## src/sv/iaie_pkg.sv

```systemverilog
package iaie_pkg;

	localparam int CAPACITY = 64;
	localparam int AW = $clog2(CAPACITY);
	localparam int CW = AW + 1;
	localparam int PAW = 3;

	localparam logic [2:0] OP_PUSH = 3'd0;
	localparam logic [2:0] OP_POP = 3'd1;
	localparam logic [2:0] OP_READ = 3'd2;
	localparam logic [2:0] OP_WRITE = 3'd3;
	localparam logic [2:0] OP_INSERT = 3'd4;
	localparam logic [2:0] OP_ERASE = 3'd5;

	localparam logic [1:0] ST_OK = 2'd0;
	localparam logic [1:0] ST_BAD_INDEX = 2'd1;
	localparam logic [1:0] ST_FULL = 2'd2;
	localparam logic [1:0] ST_EMPTY = 2'd3;

	localparam logic [0:0] REG_CAPACITY_LIMIT = 1'b0;
	localparam logic [6:0] CAP_RESET = 7'(CAPACITY);

endpackage

```

## src/sv/indexed_array_insert_erase_top.sv

```systemverilog
// Bounded ordered list of signed 32-bit words with push, pop, read, write,
// insert and erase.
// A request is taken at a rising edge where start is high and busy is low.
// Its result appears on status, read_value, count, is_empty and is_full,
// marked by done for exactly one cycle; the receiver cannot stall the block.
// Push, pop, write, unused opcodes, rejected requests, an insert at the end
// and an erase at the last index end without a shift: done rises in the
// cycle after the item is taken. A read waits in S_RDWAIT for the RAM data.
// Insert and erase move the later elements through the single element RAM,
// one read and one write per cycle. An insert at index i copies each element
// from i onward up by one place, last one first, then writes the new word at
// i in S_FINAL; an erase copies each element after i down by one place. The
// RAM has one write port.
// busy stays high until done is raised; a new item may be taken while done
// is shown.
// The capacity limit register sits at every APB address with paddr[2] low;
// the user must write it only while the block is idle (not enforced). Reset
// clears the count and sets the limit to 64; unwritten words are undefined.
module indexed_array_insert_erase_top
	import iaie_pkg::*;
(
	input  logic                   clk,
	input  logic                   arst_n,
	input  logic                   start,
	output logic                   busy,
	input  logic [2:0]             opcode,
	input  logic [6:0]             index,
	input  logic signed [31:0]     write_value,
	output logic                   done,
	output logic [1:0]             status,
	output logic signed [31:0]     read_value,
	output logic [6:0]             count,
	output logic                   is_empty,
	output logic                   is_full,
	input  logic                   psel,
	input  logic                   penable,
	input  logic                   pwrite,
	input  logic [PAW-1:0]         paddr,
	input  logic [31:0]            pwdata,
	output logic [31:0]            prdata,
	output logic                   pready
);

	localparam logic [1:0] S_IDLE = 2'd0;
	localparam logic [1:0] S_SHIFT = 2'd1;
	localparam logic [1:0] S_RDWAIT = 2'd2;
	localparam logic [1:0] S_FINAL = 2'd3;

	logic [31:0] mem [CAPACITY];
	logic [31:0] rdata_q;

	logic [1:0] state_q, state_d;
	logic [CW-1:0] count_q, count_d;
	logic [6:0] cap_q;
	logic done_q, done_d;

	logic [AW-1:0] ptr_q, ptr_d;
	logic [AW-1:0] wa_q, wa_d;
	logic [AW-1:0] n_q, n_d;
	logic up_q, up_d;
	logic [AW-1:0] idx_q;
	logic [31:0] val_q;
	logic load;

	logic [1:0] res_status_q, res_status_d;
	logic [31:0] res_rd_q;
	logic [CW-1:0] res_count_q;
	logic res_empty_q, res_full_q;

	logic we, re;
	logic [AW-1:0] mem_wa, mem_ra;
	logic [31:0] mem_wd;

	logic [CW-1:0] lim;
	logic [CW-1:0] cnt_m1, cnt_m2, idx_p1, idx_p2, ins_n, ers_n;
	logic cfg_we;

	always_comb begin
		if (cap_q == 7'd0) begin
			lim = CW'(1);
		end else if (cap_q > 7'(CAPACITY)) begin
			lim = CW'(CAPACITY);
		end else begin
			lim = CW'(cap_q);
		end
	end

	assign cnt_m1 = count_q - CW'(1);
	assign cnt_m2 = count_q - CW'(2);
	assign idx_p1 = index + CW'(1);
	assign idx_p2 = index + CW'(2);
	assign ins_n = count_q - CW'(1) - index;
	assign ers_n = count_q - CW'(2) - index;

	always_comb begin
		state_d = state_q;
		count_d = count_q;
		done_d = 1'b0;
		ptr_d = ptr_q;
		wa_d = wa_q;
		n_d = n_q;
		up_d = up_q;
		res_status_d = ST_OK;
		load = 1'b0;
		we = 1'b0;
		mem_wa = wa_q;
		mem_wd = rdata_q;
		re = 1'b0;
		mem_ra = ptr_q;
		case (state_q)
			S_IDLE: begin
				if (start) begin
					load = 1'b1;
					done_d = 1'b1;
					mem_wd = write_value;
					case (opcode)
						OP_PUSH: begin
							if (count_q >= lim) begin
								res_status_d = ST_FULL;
							end else begin
								we = 1'b1;
								mem_wa = count_q[AW-1:0];
								count_d = count_q + CW'(1);
							end
						end
						OP_POP: begin
							if (count_q == '0) begin
								res_status_d = ST_EMPTY;
							end else begin
								count_d = cnt_m1;
							end
						end
						OP_READ: begin
							if (index >= count_q) begin
								res_status_d = ST_BAD_INDEX;
							end else begin
								re = 1'b1;
								mem_ra = index[AW-1:0];
								done_d = 1'b0;
								state_d = S_RDWAIT;
							end
						end
						OP_WRITE: begin
							if (index >= count_q) begin
								res_status_d = ST_BAD_INDEX;
							end else begin
								we = 1'b1;
								mem_wa = index[AW-1:0];
							end
						end
						OP_INSERT: begin
							if (index > count_q) begin
								res_status_d = ST_BAD_INDEX;
							end else if (count_q >= lim) begin
								res_status_d = ST_FULL;
							end else begin
								count_d = count_q + CW'(1);
								if (index == count_q) begin
									we = 1'b1;
									mem_wa = index[AW-1:0];
								end else begin
									re = 1'b1;
									mem_ra = cnt_m1[AW-1:0];
									ptr_d = cnt_m2[AW-1:0];
									wa_d = count_q[AW-1:0];
									n_d = ins_n[AW-1:0];
									up_d = 1'b1;
									done_d = 1'b0;
									state_d = S_SHIFT;
								end
							end
						end
						OP_ERASE: begin
							if (index >= count_q) begin
								res_status_d = ST_BAD_INDEX;
							end else begin
								count_d = cnt_m1;
								if (idx_p1 < count_q) begin
									re = 1'b1;
									mem_ra = idx_p1[AW-1:0];
									ptr_d = idx_p2[AW-1:0];
									wa_d = index[AW-1:0];
									n_d = ers_n[AW-1:0];
									up_d = 1'b0;
									done_d = 1'b0;
									state_d = S_SHIFT;
								end
							end
						end
						default: begin
							res_status_d = ST_OK;
						end
					endcase
				end
			end
			S_SHIFT: begin
				we = 1'b1;
				mem_wa = wa_q;
				mem_wd = rdata_q;
				wa_d = up_q ? wa_q - AW'(1) : wa_q + AW'(1);
				if (n_q != '0) begin
					re = 1'b1;
					mem_ra = ptr_q;
					ptr_d = up_q ? ptr_q - AW'(1) : ptr_q + AW'(1);
					n_d = n_q - AW'(1);
				end else begin
					state_d = S_FINAL;
				end
			end
			S_RDWAIT: begin
				done_d = 1'b1;
				state_d = S_IDLE;
			end
			S_FINAL: begin
				if (up_q) begin
					we = 1'b1;
					mem_wa = idx_q;
					mem_wd = val_q;
				end
				done_d = 1'b1;
				state_d = S_IDLE;
			end
			default: begin
				state_d = S_IDLE;
			end
		endcase
	end

	always_ff @(posedge clk) begin
		if (we) begin
			mem[mem_wa] <= mem_wd;
		end
		if (re) begin
			rdata_q <= mem[mem_ra];
		end
	end

	assign cfg_we = psel && penable && pwrite && (paddr[2] == REG_CAPACITY_LIMIT);

	always_ff @(posedge clk or negedge arst_n) begin
		if (!arst_n) begin
			state_q <= S_IDLE;
			count_q <= '0;
			cap_q <= CAP_RESET;
			done_q <= 1'b0;
		end else begin
			state_q <= state_d;
			count_q <= count_d;
			done_q <= done_d;
			if (cfg_we) begin
				cap_q <= pwdata[6:0];
			end
		end
	end

	always_ff @(posedge clk) begin
		ptr_q <= ptr_d;
		wa_q <= wa_d;
		n_q <= n_d;
		up_q <= up_d;
		if (load) begin
			idx_q <= index[AW-1:0];
			val_q <= write_value;
			res_status_q <= res_status_d;
			res_rd_q <= '0;
			res_count_q <= count_d;
			res_empty_q <= (count_d == '0);
			res_full_q <= (count_d >= lim);
		end else if (state_q == S_RDWAIT) begin
			res_rd_q <= rdata_q;
		end
	end

	assign busy = (state_q != S_IDLE);
	assign done = done_q;
	assign status = res_status_q;
	assign read_value = res_rd_q;
	assign count = 7'(res_count_q);
	assign is_empty = res_empty_q;
	assign is_full = res_full_q;
	assign pready = 1'b1;
	assign prdata = (paddr[2] == REG_CAPACITY_LIMIT) ? {25'd0, cap_q} : 32'd0;

endmodule

```

## config.mk

```make
export PLATFORM = sky130hd
export DESIGN_NAME = indexed_array_insert_erase_top
export DESIGN_NICKNAME = d
export VERILOG_FILES = /design/src/sv/iaie_pkg.sv /design/src/sv/indexed_array_insert_erase_top.sv
export SDC_FILE = /design/constraint.sdc
export NUM_CORES = 2
export LEC_CHECK = 0
export ABC_AREA = 1
export BUFFER_PORTS_ARGS = -buffer_cell sky130_fd_sc_hd__buf_2
export CAP_MARGIN = 25
export CORE_MARGIN = 2
export CORE_UTILIZATION = 30
export DETAILED_ROUTE_END_ITERATION = 6
export GPL_ROUTABILITY_DRIVEN = 0
export PLACE_DENSITY_LB_ADDON = 0.12
export SLEW_MARGIN = 0
export SYNTH_ARGS = -nofsm -noshare
export SYNTH_HDL_FRONTEND = slang
export SYNTH_SLANG_ARGS = --single-unit
```

## constraint.sdc

```tcl
create_clock -name clk -period 11.67 [get_ports clk]
set_input_delay 1.7505 -clock clk [delete_from_list [all_inputs] [get_ports clk]]
set_output_delay 1.7505 -clock clk [all_outputs]
set_load 0.02 [all_outputs]
```

== Word level (Yosys, flattened, before mapping) ==
Memories as Yosys holds them, arrays and structs flattened. A register that Yosys moved wholly into a read port is not among the register bits.
Index checks and enable logic that the tools add are counted.

* Input port bits: 83
* Bits in registers: 117
* Bits in latches: 0
* RAM bits: 2048
* Memory bits (read-only): 0
* Memories kept: 1
* Output and inout bits: 78
* Logic and storage cells: 189

{| class="wikitable"
|+ Memories
! name !! depth !! width !! rd ports !! clocked after Yosys merged registers in !! wr ports !! line !! text
|-
| mem || 64 || 32 || 1 || 1 || 1 || indexed_array_insert_erase_top.sv:49 || <nowiki>logic [31:0] mem [CAPACITY];</nowiki>
|}

* $mul: 0
* Bitwise gates (word level): 1
* Order comparisons: 6
* Add/subtract/negate cells: 12
* Shifts and indexed selects: 0
* Mux-type cells: 110
* Div/mod/pow operators: 0
* Reduce and logical (&&, ||, !) cells: 19
* Equality and inequality tests: 25

{| class="wikitable"
|+ Operator list
! operator !! count
|-
| $mux 6 || 37
|-
| $pmux 6 s2 || 7
|-
| $mux 32 || 2
|-
| $pmux 32 s2 || 1
|-
| $mux 7 || 9
|-
| $pmux 6 s3 || 2
|-
| $mux 1 || 30
|-
| $pmux 7 s4 || 1
|-
| $mux 2 || 11
|-
| $ge 7x7->1 || 3
|-
| $logic_not 7->1 || 3
|-
| $ne 3x3->1 const B || 6
|-
| $reduce_and 9->1 || 2
|-
| $sub 6x1->6 const B || 3
|-
| $ne 2x2->1 const B || 8
|-
| $reduce_and 8->1 || 2
|-
| $add 7x1->7 const B || 2
|-
| $add 6x1->6 const B || 2
|-
| $pmux 1 s3 || 4
|-
| $pmux 2 s3 || 2
|-
| $sub 6x6->6 || 2
|-
| $pmux 2 s4 || 1
|-
| $eq 7x7->1 || 1
|-
| $gt 7x7->1 || 1
|-
| 22 further kinds || 31
|}

== Longest topological paths before layout ==
* Word-level depth: 11
* Gate-level depth with buffers: 28
* Depth with buffers taken out: 27

== Least setup slack after synthesis ==
No wires, ideal clock.

* Path type: input-to-reg
* Start: input index[4]
* End: register rdata_q[0], read port of mem (enable)
* Library setup time: 0.470 ns
* Cell stages on the path: 14
* Data required time: 11.200 ns
* Buffers on the path: 1
* Slack: 5.268 ns
* Arrival time: 5.932 ns
* Cells stage by stage: clkbuf_1 nand3_1 xor2_1 nand2_1 o21ai_0 inv_1 ha_1 nand2_1 inv_1 a21oi_1 nand2_1 o21ai_1 nand4_1 o31ai_1

* Word-level cells in the longest chain between the ends: 7
* Elaborated cells between the ends (all ways): 23
* Classes of those cells: add/sub (1); order compare (3); eq/ne (1); mux (18)

{| class="wikitable"
|+ RTL lines
! what !! line !! text
|-
| start, declared || indexed_array_insert_erase_top.sv:27 || <nowiki>input logic [6:0] index,</nowiki>
|-
| $add 7x1->7 or $eq 7x7->1 (tied branches) || indexed_array_insert_erase_top.sv:90, indexed_array_insert_erase_top.sv:158 ||
|-
| $lt 7x7->1 or $mux 1 (tied branches) || indexed_array_insert_erase_top.sv:178, indexed_array_insert_erase_top.sv:158 ||
|-
| $mux 1, on equally long branches || indexed_array_insert_erase_top.sv:178, indexed_array_insert_erase_top.sv:154 ||
|-
| $mux 1, on equally long branches || indexed_array_insert_erase_top.sv:174, indexed_array_insert_erase_top.sv:152 ||
|-
| $pmux 1 s3 * || indexed_array_insert_erase_top.sv:116 || <nowiki>case (opcode)</nowiki>
|-
| $mux 1 * || indexed_array_insert_erase_top.sv:112 || <nowiki>if (start) begin</nowiki>
|-
| $pmux 1 s2 * || indexed_array_insert_erase_top.sv:110 || <nowiki>case (state_q)</nowiki>
|-
| named net re || indexed_array_insert_erase_top.sv:70 || <nowiki>logic we, re;</nowiki>
|-
| end, declared || indexed_array_insert_erase_top.sv:50 || <nowiki>logic [31:0] rdata_q;</nowiki>
|}

The timed path passes the listed nets; every way through them passes the cells marked *.
A chain may end at the register's enable or synchronous reset.

== Final worst setup path ==
* Start: input index[0]
* End: register rdata_q[19], read port of mem (data pin)

* Word-level cells in the longest chain between the ends: 7
* Elaborated cells between the ends (all ways): 23
* Classes of those cells: add/sub (1); order compare (3); eq/ne (1); mux (18)

{| class="wikitable"
|+ RTL lines
! what !! line !! text
|-
| $add 7x1->7 or $eq 7x7->1 (tied branches) || indexed_array_insert_erase_top.sv:90, indexed_array_insert_erase_top.sv:158 ||
|-
| $lt 7x7->1 (tied with other cells) || indexed_array_insert_erase_top.sv:178 || <nowiki>if (idx_p1 < count_q) begin</nowiki>
|-
| $mux 1 (tied with other cells) || indexed_array_insert_erase_top.sv:178 ||
|-
| $mux 1 (tied with other cells) || indexed_array_insert_erase_top.sv:174 || <nowiki>if (index >= count_q) begin</nowiki>
|-
| $pmux 1 s3 or $pmux 6 s3 (tied branches) || indexed_array_insert_erase_top.sv:116 ||
|-
| $mux 1 or $mux 6 (tied branches) || indexed_array_insert_erase_top.sv:112 ||
|-
| $pmux 1 s2 or $mux 6 (tied branches) || -- ||
|}

Several ways; a longest one is shown, not always the timed one.

==> metrics.txt <==
status=finished, final reports clean; Fmax=0.139 GHz; routed wire length=319,000 um; syn_area_per_cell=10.8 sq um; NumNets Final=8,963; crit-path most repeated cell=nand2_1; reg2reg path depth=23; Num CTS Buffers=265; antenna-violating nets left=0; Final Cell Area=0.109 sq mm; area occupied by multi-input gates=0.0267 sq mm; Vias=66,212; clock latency on the worst-skew pair=890 ps; H-Tree Depth=5; Setup Buffers After CTS=0; Worst VDD drop=0.257 mV; post-layout minimum cycle time=7210 ps; final worst-path cycle share=0.618; Final Skew=50.4 ps; dpl cell area=0.101 sq mm; unique cell type count in the Yosys netlist=57; Synth Warn #=0; # hold bufs at CTS=0; min-delay worst type=reg -> reg; CP max stage delay=730 ps; CTS tree=built; initial antenna violation count=5; CP endpoint kind=flop; first-pass GRT wire length=462,000 um; WL per Instance=24.1 um; CTS resizes=0; worst slew pin tran=1020 ps; slew margin rel.=0.321; Worst EP arrival=7910 ps; Gate Count Post-Synth=8,861; Clock Path Buffers=4; Mapped Area=0.0955 sq mm; die span in x=568 um; Hold Crit Depth=2; Yosys reg bits=2,197; Root Driver=clkbuf_16; starting density of the core=0.301; Die Y=568 um; fillers=31,573; kind of critical path=in -> reg; Clock Sinks=2,197; Pwr Density=274 mW/mm^2; layout cells sized above 1=0.0847; vias per std cell=5.02; max cap viols=0; number of global-route vias before repair=63,368; EDFF count, synth=2,148; sequential fraction of the synthesis area=0.686; Post-Route Utilization=0.343; register area=0.0656 sq mm; smallest hold slack=535 ps; fin. max-slew vios=0; setup_tns=0 ps; Worst Setup Start Kind=primary input; P&R area growth vs syn=14.1%; Worst path slowest cell=buf_4; Post-DP HPWL=163,000 um; final setup fails=0; critical path fanouts, max=67; RSZ-0062 raised after global routing=no; prevailing post-synth register cell=edfxtp_1; clock slew at reported path FFs=60 ps; Die ar.=0.323 sq mm; input/output buffers=107; total gr overflow=0; Initial DRC Count=5,710; largest net degree at the start of global routing=191; Async SR Flop Fraction=0.00774; CORE AREA=0.318 sq mm; # IOs=161; WP data required=12,370 ps; Row Count=207; Leakage=41.3 nW; drc violations=0; first-pass iteration count of the detailed router=5; Global Route Usage Sum=0.193; Fin. Hold Viols=0
[cell usage after synthesis, drive strengths merged, types with 3 or more instances]
| cell | instances | area share |
|---|---|---|
| o22ai | 8 | 0.00052 |
| o211ai | 38 | 0.0030 |
| dfrtp | 16 | 0.0042 |
| xnor2 | 7 | 0.00064 |
| o21ai | 141 | 0.0075 |
| edfxtp | 2148 | 0.68 |
| a21oi | 81 | 0.0045 |
| nand2 | 3105 | 0.12 |
| nand4 | 5 | 0.00033 |
| inv | 304 | 0.012 |
| a221oi | 4 | 0.00037 |
| ha | 55 | 0.0072 |
| a211oi | 5 | 0.00039 |
| xor2 | 13 | 0.0012 |
| dfxtp | 32 | 0.0067 |
| o31ai | 3 | 0.00024 |
| nor3 | 13 | 0.00068 |
| fa | 3 | 0.00063 |
| a22oi | 3 | 0.00024 |
| nand3 | 2051 | 0.11 |
| a22o | 32 | 0.0029 |
| o2111ai | 3 | 0.00028 |
| a31oi | 7 | 0.00046 |
| clkbuf | 125 | 0.0049 |
| buf | 493 | 0.028 |
| o21a | 5 | 0.00039 |
| nor2 | 137 | 0.0056 |
[final cells by class]
class	instances	share of cell area
flip-flops and latches	2197	0.602
multi-input cells	5764	0.245
clock buffers	336	0.0641
well taps	4180	0.0480
repair buffers	288	0.0199
inverters	306	0.0107
clock inverters	122	0.0105
diodes	7	0.000161
[cells in the final DEF, fill, tap and decap left out, types with 7 or more instances in the layout]
master / netlist / routed
a21oi_1: 78 / 78
a22o_1: 32 / 32
a31oi_1: 7 / 7
buf_12: 0 / 22
buf_2: 388 / 107
buf_4: 48 / 159
bufinv_16: 0 / 12
clkbuf_1: 125 / 66
clkbuf_16: 0 / 268
clkinv_1: 2 / 60
clkinv_2: 0 / 25
clkinv_8: 0 / 10
conb_1: 2 / 26
dfrtp_1: 16 / 16
dfxtp_1: 32 / 32
diode_2: 0 / 7
edfxtp_1: 2148 / 2148
ha_1: 55 / 54
inv_1: 295 / 293
inv_2: 9 / 9
inv_6: 0 / 7
nand2_1: 3096 / 3094
nand3_1: 2047 / 2046
nor2_1: 133 / 69
nor2_4: 2 / 66
nor3_1: 13 / 13
o211ai_1: 38 / 38
o21ai_0: 136 / 102
o21ai_4: 0 / 35
o22ai_1: 8 / 8
xnor2_1: 7 / 7
xor2_1: 13 / 13
[through the flow]
| stage | instances | setup slack [ps] | power, W |
|---|---|---|---|
| 6_report | 13200 | 4460 | 0.0299 |
| 5_1_grt | 13195 | 4130 | 0.0315 |
| 4_1_cts | 13193 | 4690 | 0.0302 |
| 3_5_place_dp | 12735 | 3730 | 0.0222 |
| 3_3_place_gp | 12735 | 3720 | 0.0221 |
| 2_1_floorplan | 8885 | 5270 | 0.0178 |
[layer usage]
metal,vias to the layer above,global-route usage,share of wire
met5,-,0,0
met3,395,0.0201,0.047
li1,30684,-,-
met2,1725,0.311,0.46
met1,33408,0.277,0.47
met4,0,0.0471,0.022
[kinds of logic (layout without fill, tap and decap cells)]
group                    count (synthesis)  count (layout)  share of synthesized area
adder cells (fa/ha/maj)                 58              58                    0.00783
other                                    2              33                  0.0000786
multiplexers                             1               1                   0.000105
buffers and inverters                  924            1052                     0.0448
flip-flops                            2197            2197                      0.686
XOR/XNOR                                20              20                    0.00183
AND/OR/NAND/NOR                       5319            5319                      0.237
AO/OA/AOI/OAI                          340             340                     0.0217
[registers in the layout, indices dropped and copies added, names as in the netlist]
register	cells
done	1
mem	2048
cap_q	7
idx_q	6
status	2
val_q	32
count_q	7
up_q	1
is_empty	1
state_q	2
wa_q	6
n_q	6
count	7
ptr_q	6
rdata_q	32
read_value	32
is_full	1
[critical path: cells and delay by family]
family | cells | cell delay [ps]
compound gates | 2 | 590
xor+xnor | 1 | 170
fa+ha+maj | 2 | 500
buf+inv | 5 | 1780
simple gates | 15 | 2900
[path summary, 6_finish.rpt]
path | start | endpoint | slack [ps]
max | index[0] | rdata_q[19]$_DFFE_PP_ | 4460
min | read_value[10]$_SDFFE_PP0P_ | read_value[10]$_SDFFE_PP0P_ | 530
max reg2reg | cap_q[5]$_DFFE_PN0P_ | rdata_q[19]$_DFFE_PP_ | 5020
min reg2reg | read_value[10]$_SDFFE_PP0P_ | read_value[10]$_SDFFE_PP0P_ | 530
max in group asynchronous | arst_n | cap_q[6]$_DFFE_PN1P_ | 10490
min in group asynchronous | arst_n | done$_DFF_PN0_ | 830
[where the power goes]
| group | internal (W) | switching [W] | total (W) |
|---|---|---|---|
| Clock | 0.00453 | 0.00337 | 0.00789 |
| Sequential | 0.0107 | 0.000169 | 0.0109 |
| Combinational | 0.00247 | 0.00861 | 0.0111 |
| Total | 0.0177 | 0.0121 | 0.0299 |
No activity file was read; power rests on OpenSTA's default activity.
